**src/ars_pkg.sv**
```systemverilog
// Shared types, tags and codes for the AVI RIFF header scanner.
package ars_pkg;

  localparam int OFFSET_WIDTH_DEF = 32;
  // Compare width: holds position plus size plus header length without wrap.
  localparam int CW = 35;

  localparam logic [31:0] TAG_RIFF = 32'h4646_4952;
  localparam logic [31:0] TAG_AVI  = 32'h2049_5641;
  localparam logic [31:0] TAG_LIST = 32'h5453_494C;
  localparam logic [31:0] TAG_HDRL = 32'h6C72_6468;
  localparam logic [31:0] TAG_AVIH = 32'h6869_7661;
  localparam logic [31:0] TAG_MOVI = 32'h6976_6F6D;
  localparam logic [31:0] TAG_IDX1 = 32'h3178_6469;
  localparam logic [31:0] AVIH_GAP = 32'h0000_000C;
  localparam logic [31:0] AVIH_MIN = 32'd20;

  localparam logic [2:0] ST_OK         = 3'd0;
  localparam logic [2:0] ST_NOT_RIFF   = 3'd1;
  localparam logic [2:0] ST_NOT_AVI    = 3'd2;
  localparam logic [2:0] ST_TRUNCATED  = 3'd3;
  localparam logic [2:0] ST_MISSING    = 3'd4;
  localparam logic [2:0] ST_SHORT_AVIH = 3'd5;

  typedef enum logic [3:0] {
    PH_RIFF_TAG, PH_RIFF_SIZE, PH_FORM, PH_HDR_TAG, PH_HDR_SIZE, PH_LIST_TYPE,
    PH_SKIP, PH_SUB_TAG, PH_SUB_SIZE, PH_USEC, PH_GAP, PH_FRAMES, PH_SUB_SKIP,
    PH_DONE
  } phase_t;

  typedef struct packed {
    logic [7:0] data_byte;
    logic       end_of_file;
  } ars_in_t;

  typedef struct packed {
    logic [2:0]  status;
    logic [31:0] movi_offset;
    logic [31:0] movi_size;
    logic [31:0] index_offset;
    logic [31:0] index_size;
    logic [31:0] usec_per_frame;
    logic [31:0] frame_count;
  } ars_out_t;

endpackage

```
**src/avi_riff_header_scanner.sv**
```systemverilog
// Top level of the AVI RIFF header scanner: input register, parser, result register.
//
//   channel | signals                            | carries
//   input   | byte_valid, byte_stall, byte_data  | one file byte and end-of-file mark
//   output  | result_valid, result_stall, result | status and collected fields
//
// One byte per cycle while the result is not stalled: each byte passes the input
// register, one parse step and, on the end-of-file byte, the result register, which
// loads the result beat from the parse step on that byte.
// Reset (rst, synchronous) clears the parse state; no clearing pass is needed.
// A stalled result stops parsing; the input register then fills and
// byte_stall rises until the result beat is taken.
module avi_riff_header_scanner #(
  parameter int OFFSET_WIDTH = ars_pkg::OFFSET_WIDTH_DEF
) (
  input  logic              clk,
  input  logic              rst,
  input  logic              byte_valid,
  output logic              byte_stall,
  input  ars_pkg::ars_in_t  byte_data,
  output logic              result_valid,
  input  logic              result_stall,
  output ars_pkg::ars_out_t result
);
  import ars_pkg::*;

  logic     in_full;
  ars_in_t  in_q;
  logic     step;
  ars_out_t res_c;

  assign step = in_full && (!result_valid || !result_stall);
  assign byte_stall = in_full && !step;

  // Hold the input beat until the parser takes it.
  always_ff @(posedge clk) begin
    if (rst) in_full <= 1'b0;
    else if (byte_valid && !byte_stall) in_full <= 1'b1;
    else if (step) in_full <= 1'b0;
    if (byte_valid && !byte_stall) in_q <= byte_data;
  end

  ars_parse #(.OFFSET_WIDTH(OFFSET_WIDTH)) u_parse (
    .clk(clk), .rst(rst), .step(step), .beat(in_q), .result(res_c)
  );

  // Load the result beat on the last byte; drop it once taken.
  always_ff @(posedge clk) begin
    if (rst) result_valid <= 1'b0;
    else if (step && in_q.end_of_file) result_valid <= 1'b1;
    else if (!result_stall) result_valid <= 1'b0;
    if (step && in_q.end_of_file) result <= res_c;
  end

endmodule

```
**src/ars_parse.sv**
```systemverilog
// Parse state and one-byte step logic of the AVI RIFF header scanner.
module ars_parse #(
  parameter int OFFSET_WIDTH = ars_pkg::OFFSET_WIDTH_DEF
) (
  input  logic            clk,
  input  logic            rst,
  input  logic            step,
  input  ars_pkg::ars_in_t beat,
  output ars_pkg::ars_out_t result
);
  import ars_pkg::*;

  localparam int PW = OFFSET_WIDTH + 1;

  logic [PW-1:0] pos, pos_next;
  phase_t        phase, phase_next;
  logic [31:0]   shift, shift_next;
  logic [1:0]    cnt, cnt_next;
  logic [31:0]   tag, tag_next;
  logic [32:0]   limit, limit_next;
  logic [32:0]   skip, skip_next;
  logic [33:0]   hle, hle_next;
  logic [31:0]   osz, osz_next;
  logic [31:0]   isz, isz_next;
  logic [31:0]   movi_off, movi_off_next, movi_sz, movi_sz_next;
  logic [31:0]   idx_off, idx_off_next, idx_sz, idx_sz_next;
  logic [31:0]   usec, usec_next, frames, frames_next;
  logic [2:0]    err, err_next;

  logic [CW-1:0] pos_x, tgt, hrest;
  logic [31:0]   f, rest;
  logic          do_top, do_sub, top_f, sub_f;
  logic [32:0]   top_amt, sub_amt;
  logic [2:0]    fc, status;

  // Advance position with saturation, then consume the byte.
  always_comb begin
    pos_next = (pos == '1) ? pos : pos + PW'(1);
    pos_x = CW'(pos_next);
    phase_next = phase; shift_next = shift; cnt_next = cnt; tag_next = tag;
    limit_next = limit; skip_next = skip; hle_next = hle; osz_next = osz;
    isz_next = isz; movi_off_next = movi_off; movi_sz_next = movi_sz;
    idx_off_next = idx_off; idx_sz_next = idx_sz; usec_next = usec;
    frames_next = frames; err_next = err;
    do_top = 1'b0; do_sub = 1'b0; top_f = 1'b0; sub_f = 1'b0;
    top_amt = '0; sub_amt = '0; hrest = '0;
    f = {beat.data_byte, shift[31:8]};
    rest = (osz >= 32'd4) ? osz - 32'd4 : 32'd0;
    case (phase)
      PH_DONE: begin
      end
      PH_SKIP, PH_SUB_SKIP, PH_GAP: begin
        skip_next = skip - 33'd1;
        if (skip_next == '0) begin
          if (phase == PH_SKIP) top_f = 1'b1;
          else if (phase == PH_SUB_SKIP) sub_f = 1'b1;
          else phase_next = PH_FRAMES;
        end
      end
      default: begin
        shift_next = f;
        cnt_next = cnt + 2'd1;
        if (cnt == 2'd3) begin
          case (phase)
            PH_RIFF_TAG: begin
              if (f != TAG_RIFF) begin
                err_next = ST_NOT_RIFF; phase_next = PH_DONE;
              end else phase_next = PH_RIFF_SIZE;
            end
            PH_RIFF_SIZE: begin
              limit_next = 33'(f) + 33'd8;
              phase_next = PH_FORM;
            end
            PH_FORM: begin
              if (f != TAG_AVI) begin
                err_next = ST_NOT_AVI; phase_next = PH_DONE;
              end else top_f = 1'b1;
            end
            PH_HDR_TAG: begin
              tag_next = f; phase_next = PH_HDR_SIZE;
            end
            PH_HDR_SIZE: begin
              osz_next = f;
              if (tag == TAG_LIST) phase_next = PH_LIST_TYPE;
              else begin
                if (tag == TAG_IDX1) begin
                  idx_off_next = 32'(pos_next[OFFSET_WIDTH-1:0]);
                  idx_sz_next = f;
                end
                do_top = 1'b1; top_amt = 33'(f) + 33'(f[0]);
              end
            end
            PH_LIST_TYPE: begin
              if (f == TAG_HDRL) begin
                hle_next = 34'(pos_next) + 34'(rest);
                sub_f = 1'b1;
              end else begin
                if (f == TAG_MOVI) begin
                  movi_off_next = 32'(pos_next[OFFSET_WIDTH-1:0]);
                  movi_sz_next = rest;
                end
                do_top = 1'b1; top_amt = 33'(rest) + 33'(osz[0]);
              end
            end
            PH_SUB_TAG: begin
              tag_next = f; phase_next = PH_SUB_SIZE;
            end
            PH_SUB_SIZE: begin
              isz_next = f;
              if (tag == TAG_AVIH) begin
                if (f < AVIH_MIN) begin
                  err_next = ST_SHORT_AVIH; phase_next = PH_DONE;
                end else phase_next = PH_USEC;
              end else begin
                do_sub = 1'b1; sub_amt = 33'(f) + 33'(f[0]);
              end
            end
            PH_USEC: begin
              usec_next = f; skip_next = 33'(AVIH_GAP); phase_next = PH_GAP;
            end
            PH_FRAMES: begin
              frames_next = f;
              do_sub = 1'b1; sub_amt = 33'(isz - AVIH_MIN) + 33'(isz[0]);
            end
            default: phase_next = PH_DONE;
          endcase
        end
      end
    endcase

    // Resolve chunk transitions: sub skip, sub walk, top skip, top walk.
    if (do_sub) begin
      if (sub_amt == '0) sub_f = 1'b1;
      else begin
        skip_next = sub_amt; phase_next = PH_SUB_SKIP;
      end
    end
    if (sub_f) begin
      if (pos_x + CW'(8) <= CW'(hle_next)) phase_next = PH_SUB_TAG;
      else begin
        hrest = (CW'(hle_next) > pos_x) ? CW'(hle_next) - pos_x : '0;
        do_top = 1'b1; top_amt = 33'(hrest) + 33'(osz_next[0]);
      end
    end
    if (do_top) begin
      if (top_amt == '0) top_f = 1'b1;
      else begin
        skip_next = top_amt; phase_next = PH_SKIP;
      end
    end
    if (top_f)
      phase_next = (pos_x + CW'(8) <= CW'(limit_next)) ? PH_HDR_TAG : PH_DONE;
  end

  // Work out the status a file ending on this byte would report.
  always_comb begin
    fc = (movi_off_next == '0 || movi_sz_next == '0 || usec_next == '0)
         ? ST_MISSING : ST_OK;
    tgt = pos_x + CW'(skip_next);
    if (err_next != ST_OK) status = err_next;
    else begin
      case (phase_next)
        PH_DONE: status = fc;
        PH_SKIP: status = (tgt + CW'(8) > CW'(limit_next)) ? fc : ST_TRUNCATED;
        PH_SUB_SKIP: begin
          if (tgt + CW'(8) <= CW'(hle_next)) status = ST_TRUNCATED;
          else begin
            if (CW'(hle_next) > tgt) tgt = CW'(hle_next);
            tgt = tgt + CW'(osz_next[0]);
            status = (tgt + CW'(8) > CW'(limit_next)) ? fc : ST_TRUNCATED;
          end
        end
        default: status = ST_TRUNCATED;
      endcase
    end
    result = '{status, movi_off_next, movi_sz_next, idx_off_next, idx_sz_next,
               usec_next, frames_next};
  end

  // Hold state; clear it on reset and after the last byte of a file.
  always_ff @(posedge clk) begin
    if (rst || (step && beat.end_of_file)) begin
      pos <= '0; phase <= PH_RIFF_TAG; shift <= '0; cnt <= '0; tag <= '0;
      limit <= '0; skip <= '0; hle <= '0; osz <= '0; isz <= '0;
      movi_off <= '0; movi_sz <= '0; idx_off <= '0; idx_sz <= '0;
      usec <= '0; frames <= '0; err <= ST_OK;
    end else if (step) begin
      pos <= pos_next; phase <= phase_next; shift <= shift_next; cnt <= cnt_next;
      tag <= tag_next; limit <= limit_next; skip <= skip_next; hle <= hle_next;
      osz <= osz_next; isz <= isz_next; movi_off <= movi_off_next;
      movi_sz <= movi_sz_next; idx_off <= idx_off_next; idx_sz <= idx_sz_next;
      usec <= usec_next; frames <= frames_next; err <= err_next;
    end
  end

endmodule

```
**config.mk**
```make
export PLATFORM = sky130hd
export DESIGN_NAME = avi_riff_header_scanner
export DESIGN_NICKNAME = d
export VERILOG_FILES = /design/src/ars_pkg.sv /design/src/avi_riff_header_scanner.sv /design/src/ars_parse.sv
export SDC_FILE = /design/constraint.sdc
export NUM_CORES = 2
export LEC_CHECK = 0
export ABC_AREA = 1
export BUFFER_PORTS_ARGS = -buffer_cell sky130_fd_sc_hd__buf_2
export CAP_MARGIN = 20
export CORE_UTILIZATION = 30
export CTS_BUF_LIST = sky130_fd_sc_hd__clkbuf_8
export CTS_CLUSTER_DIAMETER = 150
export CTS_CLUSTER_SIZE = 10
export DETAILED_ROUTE_END_ITERATION = 7
export PLACE_DENSITY = 0.52
export SYNTH_ARGS = -nofsm -noshare
export SYNTH_HDL_FRONTEND = slang
export SYNTH_SLANG_ARGS = --single-unit
```
**constraint.sdc**
```tcl
create_clock -name clk -period 25 [get_ports clk]
set_clock_uncertainty 0.1 [all_clocks]
set_input_delay 5 -clock clk [delete_from_list [all_inputs] [get_ports clk]]
set_output_delay 5 -clock clk [all_outputs]
set_load 0.01 [all_outputs]
```
==> flow_summary_export.csv <==
group,metric,value,unit
timing,max_freq,50.87,MHz
synthesis,ys_top_cells_by_area,"dfxtp_1 18%, edfxtp_1 12%, nand2_1 12%",
placement,dp.cells,9805,
finish,final_area,55100,um2
floorplan,core_area,165400,um2
clocking,ctsResizeCount,0,
global_route,first_global_vias,48710,
synthesis,synth_async_sr_flop_share,0,%
timing,slew_headroom,17.34,%
route,first_pass_iters,8,
setup_path,crit_top_cell,"nand2_1",
setup_path,required,25480,ps
timing,fin_setup_tns,0,ps
timing,setup_violations,0,
synthesis,ys_types,74,
clocking,holdBufCountCts,0,
global_route,grt_max_degree,204,
setup_path,crit_path_start_kind,"flip-flop",
global_route,grt_pass1_wl,358.1,mm
route,dr_wl_met3,21.56,mm
synthesis,ys_seq_elements,660,
hold_path,min_delay_path_depth,2,
route,wl_met1,116.5,mm
power_and_ir_drop,powerDensity,53.57,nW/um2
synthesis,synth_flop_cell,"dfxtp_1",
finish,layout-drive-gt1-share,8.952,%
placement,hpwlAfterDp,204.5,mm
timing,setup_slack,5342,ps
synthesis,synthCells,7563,
route,initialDrtViolationCount,6790,
floorplan,boundaryPins,210,
global_route,track_usage,29.33,%
floorplan,num_rows,149,
route,route.detailed.drc,0,
clocking,path_clk_slew,80,ps
finish,n_fill_cell,18100,
clocking,clock-root-buffer,"clkbuf_8",
placement,io_buffer_count,209,
timing,rsz0062_at_grt,"false",
clocking,tritoncts,"built",
route,antenna_left,0,
hold_path,min_path_type,"reg2reg",
placement,gp_congestion,1.032,
setup_path,cp-end-kind,"flip-flop",
clocking,clk_latency,860,ps
route,wl_per_cell,25.72,um
placement,pre_cts_ws,5832,ps
floorplan,fp.dieW,410.8,um
setup_path,crit_path_max_fanout,61,
run_status,outcome,"finished, final reports clean",
route,vias,53810,
finish,syn_to_final_growth,9.913,%
timing,hold_viol,0,
synthesis,synth_nets,7899,
finish,final_nets,8031,
synthesis,synth_area,50130,um2
timing,layout_min_cycle_time,19660,ps
power_and_ir_drop,p_leak,26.13,nW
floorplan,die_h,410.8,um
synthesis,synth_edf_count,204,
synthesis,synth_top_area_share,18.21,%
floorplan,fp.dieArea,168800,um2
synthesis,yosys_warnings,0,
route,drt-vias-per-instance,5.414,
global_route,antenna_found_initial,21,
timing,period_share,78.63,%
synthesis,ys_seq_area_share,30.43,%
synthesis,avgSynthCellArea,6.629,um2
clocking,cts-htree-levels,3,
placement,placed_area,53770,um2
setup_path,reg2reg_depth,104,
route,dr_wl_met2,107.6,mm
finish,fin_cells,9940,
run,cap_violations,0,
timing,drv_slew,0,
synthesis,yosysMostFrequentCell,"nand2_1",
clocking,cts_setup_buffers,0,
setup_path,cp_slowest_cell,"xor2_1",
global_route,grt-ovfl-total,0,
power_and_ir_drop,peakVddDrop,39.60,uV
setup_path,worstSetupPathType,"reg2reg",
setup_path,cp.arrival,20130,ps
floorplan,start_util,30.32,%
clocking,cts_sinks,660,
timing,tightest_slew,1227,ps
route,wl,255.7,mm
route,highest_layer,"met5",
clocking,cts_buffer_depth,3,
synthesis,yosysTopAreaCell,"dfxtp_1",
synthesis,netlist_top_cells_count,"1,554 x nand2_1, 1,080 x inv_1, 832 x o21ai_0, 778 x nor2_1, 639 x a21oi_1",
setup_path,cpPeakStageDelay,720,ps
clocking,cts_buffers,76,
## power by group
| group | switching, mW | internal [mW] |
|---|---|---|
| clock network | 0.448 | 0.290 |
| registers | 0.0280 | 1.15 |
| logic | 0.752 | 0.280 |
| total | 1.23 | 1.72 |
## cell usage in the layout (no fill, tap or decap), types with 31 or more instances in the layout
cell type and count:
buf_4 129, clkbuf_8 77, or2_2 113, a21oi_1 639
xor2_1 201, nor3_1 85, nor2_1 772, o21ai_0 828
dfxtp_1 456, o21ai_1 31, o211ai_1 71, nand4_1 159
edfxtp_1 204, xnor2_1 43, inv_1 1117, nor4_1 67
nand3_1 324, nand2_1 1552, ha_1 319, buf_2 209
## final cells by class
type / count / area [um2] / share of cell area, %
multi-input combinational: 5496 / 29510 / 53.55
sequential: 660 / 15250 / 27.68
inverter: 1122 / 4247 / 7.706
tap: 2189 / 2739 / 4.970
timing repair buffer: 339 / 2034 / 3.692
clock buffer: 77 / 1060 / 1.923
clock inverter: 47 / 239.0 / 0.4337
antenna: 10 / 25.02 / 0.04541
## path summary, 6_finish.rpt
check                                                      start                               end  slack (ps)
worst min register to register  u_parse.movi_sz[21]$_SDFFE_PP0P_  u_parse.movi_sz[21]$_SDFFE_PP0P_         360
worst max-delay path                 u_parse.pos[0]$_SDFFE_PP0P_             result[193]$_DFFE_PP_        5340
worst min-delay path            u_parse.movi_sz[21]$_SDFFE_PP0P_  u_parse.movi_sz[21]$_SDFFE_PP0P_         360
worst max register to register       u_parse.pos[0]$_SDFFE_PP0P_             result[193]$_DFFE_PP_        5340
## flip-flops by register name, summed over array words and instances, names as in the netlist
name and flops:
result 195, u_parse.hle 34, u_parse.limit 33, u_parse.pos 33
u_parse.skip 33, u_parse.frames 32, u_parse.idx_off 32, u_parse.idx_sz 32
u_parse.isz 32, u_parse.movi_off 32, u_parse.movi_sz 32, u_parse.osz 32
u_parse.tag 32, u_parse.usec 32, u_parse.shift 24, in_q 9
u_parse.phase 4, u_parse.err 3, u_parse.cnt 2, in_full 1
result_valid 1
## metrics by stage
step                total power, mW  hold slack [ps]  utilization [%]
floorplan                     1.819            330.7                -
global placement              2.212            350.4            32.52
detailed placement            2.210            349.7            32.52
CTS                           2.951            364.2            33.30
global route                  3.089            391.3            33.31
finish                        2.952            359.3            33.32
## metal layers
metal,vias up,global-route usage (%)
met5,-,0
met3,385,4.932
met2,2417,43.70
li1,25190,-
met4,4,10.71
met1,25810,42.02
## worst max-delay path: cells and delay by family, from the launching register on
| family | cells | cell delay, ps |
|---|---|---|
| XOR/XNOR | 4 | 1790 |
| flip-flops | 1 | 390 |
| AND/OR/NAND/NOR | 65 | 9320 |
| buffers and inverters | 13 | 2360 |
| adder cells (fa/ha/maj) | 10 | 3060 |
| AO/OA/AOI/OAI | 12 | 2330 |
## logic make-up after synthesis
group	count (synthesis)	synth area share, %
AOI/OAI and AO/OA	1706	18.11
muxes	12	0.2396
buffers and inverters	1407	10.86
adders and majority gates	323	8.106
DFF	660	30.43
and+or+nand+nor	3211	27.99
xor gates and xnor gates	244	4.263
Power figures use the tool's default switching activity.
